**src/sv/csofs_pkg.sv**
```systemverilog
package csofs_pkg;

	localparam int PRIME_BITS = 30;
	localparam int WIN_BITS = 31;
	localparam int MEMBER_BITS = 3;
	localparam int NUM_MEMBERS = 6;
	localparam logic [WIN_BITS-1:0] WINDOW_RESET = 31'd19200000;

	typedef struct packed {
		logic [PRIME_BITS-1:0] prime;
		logic [PRIME_BITS-1:0] base_residue;
		logic [PRIME_BITS-1:0] primorial_residue;
	} in_item_t;

	typedef struct packed {
		logic [PRIME_BITS-1:0]  offset;
		logic [MEMBER_BITS-1:0] member;
		logic                   in_window;
		logic                   no_inverse;
		logic                   last;
	} out_item_t;

	// Queue entry: the item plus the front's classification of it.
	typedef struct packed {
		in_item_t item;
		logic     zero_mod;
	} q_entry_t;

	// Handshake between the front queue and the back engine.
	typedef struct packed {
		logic valid;
		logic pop;
	} q_ctrl_t;

endpackage

```
**src/sv/csofs_front.sv**
```systemverilog
module csofs_front (
	input  logic               clk,
	input  logic               arst_n,
	input  logic               start,
	output logic               busy,
	input  csofs_pkg::in_item_t request,
	output csofs_pkg::q_entry_t head,
	output logic               head_valid,
	input  logic               pop
);
	import csofs_pkg::*;

	q_entry_t  entry_q [2];
	logic      wr_ptr_q;
	logic      rd_ptr_q;
	logic [1:0] count_q;
	logic      push;

	assign busy       = (count_q == 2'd2);
	assign push       = start && !busy;
	assign head       = entry_q[rd_ptr_q];
	assign head_valid = (count_q != 2'd0);

	always_ff @(posedge clk) begin
		if (push) begin
			entry_q[wr_ptr_q].item     <= request;
			entry_q[wr_ptr_q].zero_mod <= (request.prime == '0);
		end
	end

	always_ff @(posedge clk or negedge arst_n) begin
		if (!arst_n) begin
			wr_ptr_q <= 1'b0;
			rd_ptr_q <= 1'b0;
			count_q  <= 2'd0;
		end else begin
			if (push)
				wr_ptr_q <= !wr_ptr_q;
			if (pop)
				rd_ptr_q <= !rd_ptr_q;
			if (push && !pop)
				count_q <= count_q + 2'd1;
			else if (pop && !push)
				count_q <= count_q - 2'd1;
		end
	end
endmodule

```
**src/sv/csofs_back.sv**
```systemverilog
module csofs_back (
	input  logic                           clk,
	input  logic                           arst_n,
	input  csofs_pkg::q_entry_t            head,
	input  logic                           head_valid,
	output logic                           pop,
	input  logic [csofs_pkg::WIN_BITS-1:0] window,
	output logic                           strobe,
	output csofs_pkg::out_item_t           result
);
	import csofs_pkg::*;

	localparam int W = PRIME_BITS;
	localparam int CW = $clog2(W + 1);

	localparam logic [3:0] S_IDLE   = 4'd0;
	localparam logic [3:0] S_REDUCE = 4'd1;
	localparam logic [3:0] S_CHK    = 4'd2;
	localparam logic [3:0] S_UP     = 4'd3;
	localparam logic [3:0] S_DOWN   = 4'd4;
	localparam logic [3:0] S_FIX    = 4'd5;
	localparam logic [3:0] S_DBL2   = 4'd6;
	localparam logic [3:0] S_DBL4   = 4'd7;
	localparam logic [3:0] S_MUL    = 4'd8;
	localparam logic [3:0] S_EMIT   = 4'd9;

	logic [3:0]            state_q;
	logic [CW-1:0]         cnt_q;
	logic [MEMBER_BITS-1:0] member_q;
	logic [W-1:0]          p_q, res_q, prim_q, bsh_q, psh_q;
	logic [W-1:0]          r_q, nr_q, inv_q, inv2_q, inv4_q, acc_q, k_q;
	logic signed [W+1:0]   t_q, nt_q, dt_q;
	logic [W:0]            d_q;
	logic [CW-1:0]         sh_q;
	logic                  bad_q;
	logic                  strobe_q;
	out_item_t             result_q;

	logic [W:0]            rem_b, rem_p, dbl, a2, sum;
	logic [W+1:0]          d2;
	logic [W:0]            r_new;
	logic signed [W+1:0]   t_new, t_fix;
	logic [W-1:0]          d_step;
	logic [W:0]            k_next;

	assign pop    = (state_q == S_IDLE) && head_valid;
	assign strobe = strobe_q;
	assign result = result_q;

	always_comb begin
		rem_b = {res_q, bsh_q[W-1]};
		if (rem_b >= {1'b0, p_q})
			rem_b = rem_b - {1'b0, p_q};
		rem_p = {prim_q, psh_q[W-1]};
		if (rem_p >= {1'b0, p_q})
			rem_p = rem_p - {1'b0, p_q};

		d2 = {d_q, 1'b0};

		r_new = {1'b0, r_q};
		t_new = t_q;
		if (d_q <= {1'b0, r_q}) begin
			r_new = {1'b0, r_q} - d_q;
			t_new = t_q - dt_q;
		end

		t_fix = t_q;
		if (t_fix < 0)
			t_fix = t_fix + $signed({2'b00, p_q});
		if (t_fix >= $signed({2'b00, p_q}))
			t_fix = t_fix - $signed({2'b00, p_q});

		dbl = (state_q == S_DBL2) ? {inv_q, 1'b0} : {inv2_q, 1'b0};
		if (dbl >= {1'b0, p_q})
			dbl = dbl - {1'b0, p_q};

		a2 = {acc_q, 1'b0};
		if (a2 >= {1'b0, p_q})
			a2 = a2 - {1'b0, p_q};
		sum = a2 + (bsh_q[W-1] ? {1'b0, inv_q} : '0);
		if (sum >= {1'b0, p_q})
			sum = sum - {1'b0, p_q};

		// Odd members follow a gap of four, even members a gap of two.
		d_step = member_q[0] ? inv2_q : inv4_q;
		if (k_q < d_step)
			k_next = {1'b0, k_q} + {1'b0, p_q} - {1'b0, d_step};
		else
			k_next = {1'b0, k_q} - {1'b0, d_step};
	end

	always_ff @(posedge clk) begin
		unique case (state_q)
			S_IDLE: begin
				p_q    <= head.item.prime;
				bsh_q  <= head.item.base_residue;
				psh_q  <= head.item.primorial_residue;
				res_q  <= '0;
				prim_q <= '0;
				bad_q  <= 1'b1;
				inv2_q <= '0;
				inv4_q <= '0;
				k_q    <= '0;
			end
			S_REDUCE: begin
				res_q  <= rem_b[W-1:0];
				prim_q <= rem_p[W-1:0];
				bsh_q  <= {bsh_q[W-2:0], 1'b0};
				psh_q  <= {psh_q[W-2:0], 1'b0};
				r_q    <= p_q;
				nr_q   <= rem_p[W-1:0];
				t_q    <= '0;
				nt_q   <= (W+2)'(1);
			end
			S_CHK: begin
				d_q  <= {1'b0, nr_q};
				dt_q <= nt_q;
				sh_q <= '0;
			end
			S_UP: begin
				if (d2 <= {2'b00, r_q}) begin
					d_q  <= d2[W:0];
					dt_q <= dt_q <<< 1;
					sh_q <= sh_q + CW'(1);
				end
			end
			S_DOWN: begin
				if (sh_q == '0) begin
					r_q  <= nr_q;
					nr_q <= r_new[W-1:0];
					t_q  <= nt_q;
					nt_q <= t_new;
				end else begin
					r_q  <= r_new[W-1:0];
					t_q  <= t_new;
					d_q  <= d_q >> 1;
					dt_q <= dt_q >>> 1;
					sh_q <= sh_q - CW'(1);
				end
			end
			S_FIX: begin
				bad_q <= (r_q > W'(1));
				inv_q <= (r_q > W'(1)) ? '0 : t_fix[W-1:0];
				bsh_q <= res_q;
				acc_q <= '0;
			end
			S_DBL2: inv2_q <= dbl[W-1:0];
			S_DBL4: inv4_q <= dbl[W-1:0];
			S_MUL: begin
				acc_q <= sum[W-1:0];
				bsh_q <= {bsh_q[W-2:0], 1'b0};
				k_q   <= p_q - sum[W-1:0];
			end
			S_EMIT: k_q <= k_next[W-1:0];
			default: ;
		endcase
		result_q.offset     <= k_q;
		result_q.member     <= member_q;
		result_q.in_window  <= ({1'b0, k_q} < window);
		result_q.no_inverse <= bad_q;
		result_q.last       <= (member_q == MEMBER_BITS'(NUM_MEMBERS - 1));
	end

	always_ff @(posedge clk or negedge arst_n) begin
		if (!arst_n) begin
			state_q  <= S_IDLE;
			cnt_q    <= '0;
			member_q <= '0;
			strobe_q <= 1'b0;
		end else begin
			strobe_q <= (state_q == S_EMIT);
			unique case (state_q)
				S_IDLE: begin
					cnt_q    <= '0;
					member_q <= '0;
					if (head_valid)
						state_q <= head.zero_mod ? S_EMIT : S_REDUCE;
				end
				S_REDUCE: begin
					cnt_q <= cnt_q + CW'(1);
					if (cnt_q == CW'(W - 1))
						state_q <= S_CHK;
				end
				S_CHK:  state_q <= (nr_q == '0) ? S_FIX : S_UP;
				S_UP: begin
					if (!(d2 <= {2'b00, r_q}))
						state_q <= S_DOWN;
				end
				S_DOWN: begin
					if (sh_q == '0)
						state_q <= S_CHK;
				end
				S_FIX:  state_q <= S_DBL2;
				S_DBL2: state_q <= S_DBL4;
				S_DBL4: begin
					cnt_q   <= '0;
					state_q <= S_MUL;
				end
				S_MUL: begin
					cnt_q <= cnt_q + CW'(1);
					if (cnt_q == CW'(W - 1))
						state_q <= S_EMIT;
				end
				S_EMIT: begin
					member_q <= member_q + MEMBER_BITS'(1);
					if (member_q == MEMBER_BITS'(NUM_MEMBERS - 1))
						state_q <= S_IDLE;
				end
				default: state_q <= S_IDLE;
			endcase
		end
	end
endmodule

```
**src/sv/constellation_sieve_offsets.sv**
```systemverilog
// Steps: the front queue registers each item, then the back engine runs residue reduction,
// the shift-subtract extended Euclid loop, inverse scaling in the FIX, DBL2 and DBL4
// states, a modular multiply and the six results, one item per cycle, each shown in the
// cycle after its step. A zero modulus goes straight to the results. The back engine takes
// a new item only after its last result; the two-entry queue holds items meanwhile.
// Reset clears the queue and sequencer and loads the default sieve window.
module constellation_sieve_offsets (
	input  logic                           clk,
	input  logic                           arst_n,
	input  logic                           start,
	output logic                           busy,
	input  csofs_pkg::in_item_t            request,
	input  logic                           window_we,
	input  logic [csofs_pkg::WIN_BITS-1:0] window_data,
	output logic                           strobe,
	output csofs_pkg::out_item_t           result
);
	import csofs_pkg::*;

	// Sieve window: the user writes it only while idle; the block does not enforce it.
	logic [WIN_BITS-1:0] window_q;

	// The front accepts each item into a two-entry queue and marks a zero
	// modulus, which the back engine handles without any arithmetic.
	q_entry_t head;
	q_ctrl_t  qc;

	always_ff @(posedge clk or negedge arst_n) begin
		if (!arst_n) begin
			window_q <= WINDOW_RESET;
		end else if (window_we) begin
			window_q <= window_data;
		end
	end

	csofs_front u_front (
		.clk        (clk),
		.arst_n     (arst_n),
		.start      (start),
		.busy       (busy),
		.request    (request),
		.head       (head),
		.head_valid (qc.valid),
		.pop        (qc.pop)
	);

	// The back engine reduces the residues, inverts the primorial residue,
	// forms k and steps through the six pattern members.
	csofs_back u_back (
		.clk        (clk),
		.arst_n     (arst_n),
		.head       (head),
		.head_valid (qc.valid),
		.pop        (qc.pop),
		.window     (window_q),
		.strobe     (strobe),
		.result     (result)
	);
endmodule

```
**config.mk**
```make
export PLATFORM = sky130hd
export DESIGN_NAME = constellation_sieve_offsets
export DESIGN_NICKNAME = d
export VERILOG_FILES = /design/src/sv/csofs_pkg.sv /design/src/sv/csofs_front.sv /design/src/sv/csofs_back.sv /design/src/sv/constellation_sieve_offsets.sv
export SDC_FILE = /design/constraint.sdc
export NUM_CORES = 2
export LEC_CHECK = 0
export ABC_CLOCK_PERIOD_IN_PS = 21000
export BUFFER_PORTS_ARGS = -buffer_cell sky130_fd_sc_hd__buf_2
export CORE_MARGIN = 10
export CORE_UTILIZATION = 40
export DETAILED_ROUTE_END_ITERATION = 12
export PLACE_DENSITY = 0.56
export SYNTH_ARGS = -nofsm -noshare
export SYNTH_HDL_FRONTEND = slang
export SYNTH_HIERARCHICAL = 1
export SYNTH_SLANG_ARGS = --single-unit
```
**constraint.sdc**
```tcl
create_clock -name clk -period 21 [get_ports clk]
set_input_delay 5.25 -clock clk [delete_from_list [all_inputs] [get_ports clk]]
set_output_delay 5.25 -clock clk [all_outputs]
set_load 0.01 [all_outputs]
```
After elaboration in Yosys (flattened, before gate mapping) --
Memory sizes are Yosys's and may differ from the RTL's. Cells that the tools add are included.
Word-level totals: bits in registers 577, latch bits 0, memory bits (writable) 182, memory bits (read-only) 0, bits of input ports 125, output and inout bits 38, logic and storage cells 173, memories 1
Memories:
- u_front.entry_q | depth 2, width 91, rd ports 1, clocked after Yosys merged registers in 0, write ports 1, line csofs_front.sv:13 | q_entry_t entry_q [2];
Operators by class: add/subtract/negate cells 20, $mul 0, divide/modulo/power cells 0, $lt $le $gt $ge 12, equality and inequality tests 20, shift operators 0, multiplexer cells 54, bitwise logic cells 1, reductions and logical operators 33
Operator list (number):
- $pmux 30 s2 | 8
- $mux 30 | 11
- $sub 30x30->30 | 9
- $pmux 30 s3 | 2
- $mux 32 | 5
- $ge 31x30->1 | 5
- $mux 31 | 5
- $pmux 32 s2 | 2
- $pmux 32 s3 | 1
- $pmux 31 s3 | 1
- $logic_not 30->1 | 2
- $pmux 4 s10 | 1
- $add 32x31->32 | 1
- $ge 32x31->1 | 1
- $le 32x30->1 | 1
- $lt 32x1->1 const B | 1
- $sub 32x32->32 | 1
- $add 31x30->31 | 1
- $le 31x30->1 | 1
- $lt 30x31->1 | 1
- $sub 31x30->31 | 1
- $add 30x30->30 | 1
- $gt 30x1->1 const B | 1
- $lt 30x30->1 | 1
- 34 further kinds | 76

Logic depth before layout (Yosys ltp) --
depth in word-level cells 7, gate-level depth with buffers 53, gate-level depth less buffers 50

By module --
The synthesis kept the hierarchy.
By module, submodules not included:
- csofs_back | times used 1, cells each 5233, area an instance 46090.5 um^2, seq. area each 15850.2 um^2
- csofs_front | times used 1, cells each 313, area an instance 7228.2 um^2, seq. area each 5565.3 um^2
- constellation_sieve_offsets | times used 1, cells each 65, area an instance 1168.6 um^2, seq. area each 785.8 um^2

Worst setup path before layout --
OpenSTA, ideal clock, no wires.
path kind reg-to-reg, start reg u_back.p_q[1], end reg u_back.k_q[20], data pin, setup time 0.266 ns, data arrival time 10.346 ns, required time 20.734 ns, setup slack 10.388 ns, cell stages (with the launch flop) 51, buffers on the path 4, clock period less this slack 10.612 ns, cells stage by stage edfxtp_1 -> inv_1 -> ha_1 -> nand3b_1 -> a21o_1 -> a31oi_2 -> o211ai_2 -> o31a_1 -> o31a_4 -> clkbuf_1 -> buf_1 -> nand2_1 -> o21ai_0 -> ha_1 -> and3_1 -> and2_1 -> a21oi_1 -> nand2_1 -> (+15 left out) -> nand2_1 -> nor3_1 -> buf_2 -> buf_1 -> nand2_1 -> o31a_1 -> ha_1 -> a21o_1 -> a21o_1 -> maj3_1 -> and3_1 -> a211oi_1 -> nand2_1 -> a32o_1 -> maj3_2 -> maj3_2 -> xnor2_1 -> o21ai_1
Between the ends: cells in the longest elaborated chain, start to end 7, elaborated cells on any way between the ends 12, classes of those cells add/sub: 6; order compare: 2; mux: 4
Ends and longest elaborated chain:
- start, declared | line csofs_back.sv:30 | logic [W-1:0] p_q, res_q, prim_q, bsh_q, psh_q;
- start signal, assigned | line csofs_back.sv:95 | p_q <= head.item.prime;
- $sub 31x30->31 or $ge 31x30->1 (tied branches) | line csofs_back.sv:79, csofs_back.sv:78
- $mux 31 | line csofs_back.sv:78 | if (a2 >= {1'b0, p_q})
- $add 31x30->31 | line csofs_back.sv:80 | sum = a2 + (bsh_q[W-1] ? {1'b0, inv_q} : '0);
- $sub 30x30->30 or $ge 31x30->1 (tied branches) | line csofs_back.sv:82, csofs_back.sv:81
- $mux 30 | line csofs_back.sv:81 | if (sum >= {1'b0, p_q})
- $sub 30x30->30 | line csofs_back.sv:152 | k_q <= p_q - sum[W-1:0];
- $pmux 30 s3 * | line csofs_back.sv:93 | unique case (state_q)
- end signal, assigned | line csofs_back.sv:152
- end signal, assigned | line csofs_back.sv:154 | S_EMIT: k_q <= k_next[W-1:0];
- end, declared | line csofs_back.sv:31 | logic [W-1:0] r_q, nr_q, inv_q, inv2_q, inv4_q, acc_q, k_q;
Every way passes the cells marked *; elsewhere a longest branch is shown, timed or not. A chain may end at the register's enable or synchronous reset.

Worst setup path after layout --
start reg u_back.p_q[1], end reg u_back.k_q[29], data pin
Same word-level chain as after synthesis.

==> summary.md <==
| Metric | Value |
|---|---|
| Wirelength per Cell | `22.8 µm` |
| DR pass1 iterations | `6` |
| Largest net degree at the start of global routing | `77` |
| Syn_area_per_cell | `9.71 µm²` |
| CORE AREA | `135,000 µm²` |
| Max cap viols | `0` |
| CP bufs+invs | `1` |
| Area growth from synthesis to layout | `11.0%` |
| Flop and latch count out of synthesis | `approximately 760` |
| DRC violations left | `0` |
| Top Family by Delay on Critical Path | `compound AO/OA/AOI/OAI gates` |
| Cells after Synth | `5,611` |
| Post-CTS Setup Bufs | `0` |
| Initial antenna violation count | `10` |
| CTS tree | `done` |
| Hold Fails Final Rpt | `0` |
| Port Buffers | `about 160` |
| Final Setup Violations | `0` |
| Crit Path Max Fanout | `61` |
| Synth warnings | `6` |
| Post-CTS Resized | `0` |
| CTS sink count | `759` |
| ANT nets after route | `0` |
| Final nets | `6,394` |
| Post-DP HPWL | `approximately 130,000 µm` |
| Global-route wire length before repair | `260,000 µm` |
| Async SR Flop Fraction | `0.0632` |
| Dpl cells | `between 7,000 and 8,000` |
| Clock Root Buffer | `clkbuf_16` |
| H-tree lvl count | `3` |
| Cts bufs inserted | `93` |
| Worst path slowest cell | `edfxtp_1` |
| Fin crit period | `around 13,000 ps` |
| Worst hold path depth | `0` |
| GP Congestion | `0.949` |
| Main synth FF type | `edfxtp_1` |
| Mapped Nets | `6,246` |
| Die Y-Extent | `389 µm` |
| Min-Delay Path Class | `reg -> reg` |
| Reg2Reg Depth | `45` |
| Period utilisation layout | `0.621` |
| Initial Util | `0.402` |
| Critical Path Max Stage Delay | `roughly 710 ps` |
| Fmax | `76.7 MHz` |
| CP arrival | `13,450 ps` |
| Critical Path Source Type | `register` |
| Cell variety after synth | `94` |
| Die X | `389 µm` |
| Seq/Total Area, Yosys | `0.407` |
| Die area | `151,000 µm²` |
| Via-per-instance ratio | `around 5.6` |
| Placed cell areas | `57,300 µm²` |
| Status | `finished clean` |
| Routed WL | `around 170,000 µm` |
| Skew final | `between 80 and 90 ps` |
| Relative slew slack | `0.175` |
| Setup_tns | `0 ps` |
| Ratio of cells with drive above 1 in the final layout | `0.105` |
| Clock Latency Late Sink | `approximately 740 ps` |
| Tot GR Track Use | `0.222` |
| Vias | `42,801` |
| CP endpoint kind | `register` |
| Clk slew on worst S/H paths | `60 ps` |
| Unrepaired setup endpoints after global routing | `false` |
| Yosys top cell by area | `edfxtp_1` |
| Floorplan row count | `around 140` |
| Hold_buf cts | `0` |
| Final Cell Area | `60,500 µm²` |
| CP dominant cell by count | `a21oi_1` |
| Max Root-Sink Buffers | `3` |
| Post-synth EDFFs | `roughly 680` |
| Worst path required time | `21,410 ps` |
| Synth top area share | `0.372` |
| WS Path Type | `reg -> reg` |
| GR Overflow Total | `0` |
| Post-synthesis cell area | `54,500 µm²` |
| Area contributors post-synth | `edfxtp_1 (37%), ha_1 (11%), nand2_1 (4.6%)` |
| IO Pins | `163` |
| Slew Viols, Final | `0` |
| Non-Filler Instances | `between 7,000 and 8,000` |
| Cell with the most instances after synthesis | `edfxtp_1` |
| Total stage count of the critical path | `45` |
| Slew @ Worst Pin | `1240 ps` |
| Vias in the first global route | `41,833` |
| Synth cell count leaders | `edfxtp_1 (675), nand2_1 (672), nor2_1 (491), ha_1 (468), inv_1 (412)` |
| Initial drt markers | `3,164` |
path summary, 6_finish.rpt:
kind	slack [ps]	startpoint	to
min in group asynchronous	4650	arst_n	window_q[0]
max reg2reg	7950	u_back/p_q[1]	u_back/k_q[29]
max in group asynchronous	15780	arst_n	u_front/rd_ptr_q
min reg2reg	410	u_back/member_q[2]	u_back/result[5]
min	410	u_back/member_q[2]	u_back/result[5]
max	7950	u_back/p_q[1]	u_back/k_q[29]
final cells by class:
cell class | count | area (µm²)
repair buffers | 234 | 1350
flip-flops and latches | 759 | 22200
inverters | 415 | 1560
diodes | 2 | 5.00
multi-input cells | 4256 | 30000
fillers | 13148 | 75000
clock inverters | 44 | 554
clock buffers | 126 | 2580
well taps | 1781 | 2230
placed cells by master, fill, tap and decap left out, types with 90 or more instances in the layout:
cell / count
nor2_1: 487
buf_2: 162
a21oi_1: 362
ha_1: 468
o21ai_0: 292
edfxtp_1: 675
clkbuf_16: 96
a22oi_1: 90
mux2i_1: 154
nand2_1: 663
inv_1: 410
xnor2_1: 206
xor2_1: 101
a21o_1: 150
per-stage QoR:
step,utilization,worst slack [ps],hold WS [ps]
global placement,0.423,8450,399
floorplan,-,10390,323
finish,0.447,7950,412
global route,0.446,6880,423
CTS,0.446,8040,408
detailed placement,0.423,8170,401
per-layer routing:
layer	share of wire	wire (µm)	track usage	vias to the layer above
met5	0	0	0	-
met4	0.043	7390	0.0870	0
met3	0.052	9070	0.0324	244
met2	0.45	78200	0.361	1227
met1	0.45	78700	0.297	20714
li1	-	-	-	20616
registers in the layout, summed over array words and instances (netlist names), 31 cells and up:
register,flops
u_back/dt_q,32
u_back/nt_q,32
window_q,31
u_back/d_q,31
u_front/entry_q,182
u_back/result,36
u_back/t_q,32
cell families (layout without fill, tap and decap cells):
family / count (synthesis) / after routing / synth area share
other: 0 / 2 / 0
adders and majority gates: 526 / 526 / 0.126
DFF: 759 / 759 / 0.407
AOI/OAI and AO/OA: 1385 / 1385 / 0.163
xor gates and xnor gates: 307 / 307 / 0.0493
buffers and inverters: 596 / 819 / 0.0446
and+or+nand+nor: 1726 / 1726 / 0.143
muxes: 312 / 312 / 0.0666
Power is left out: the tool's default activity adds up to more than one toggle a clock period on the data nets, which glitch-free logic cannot reach.
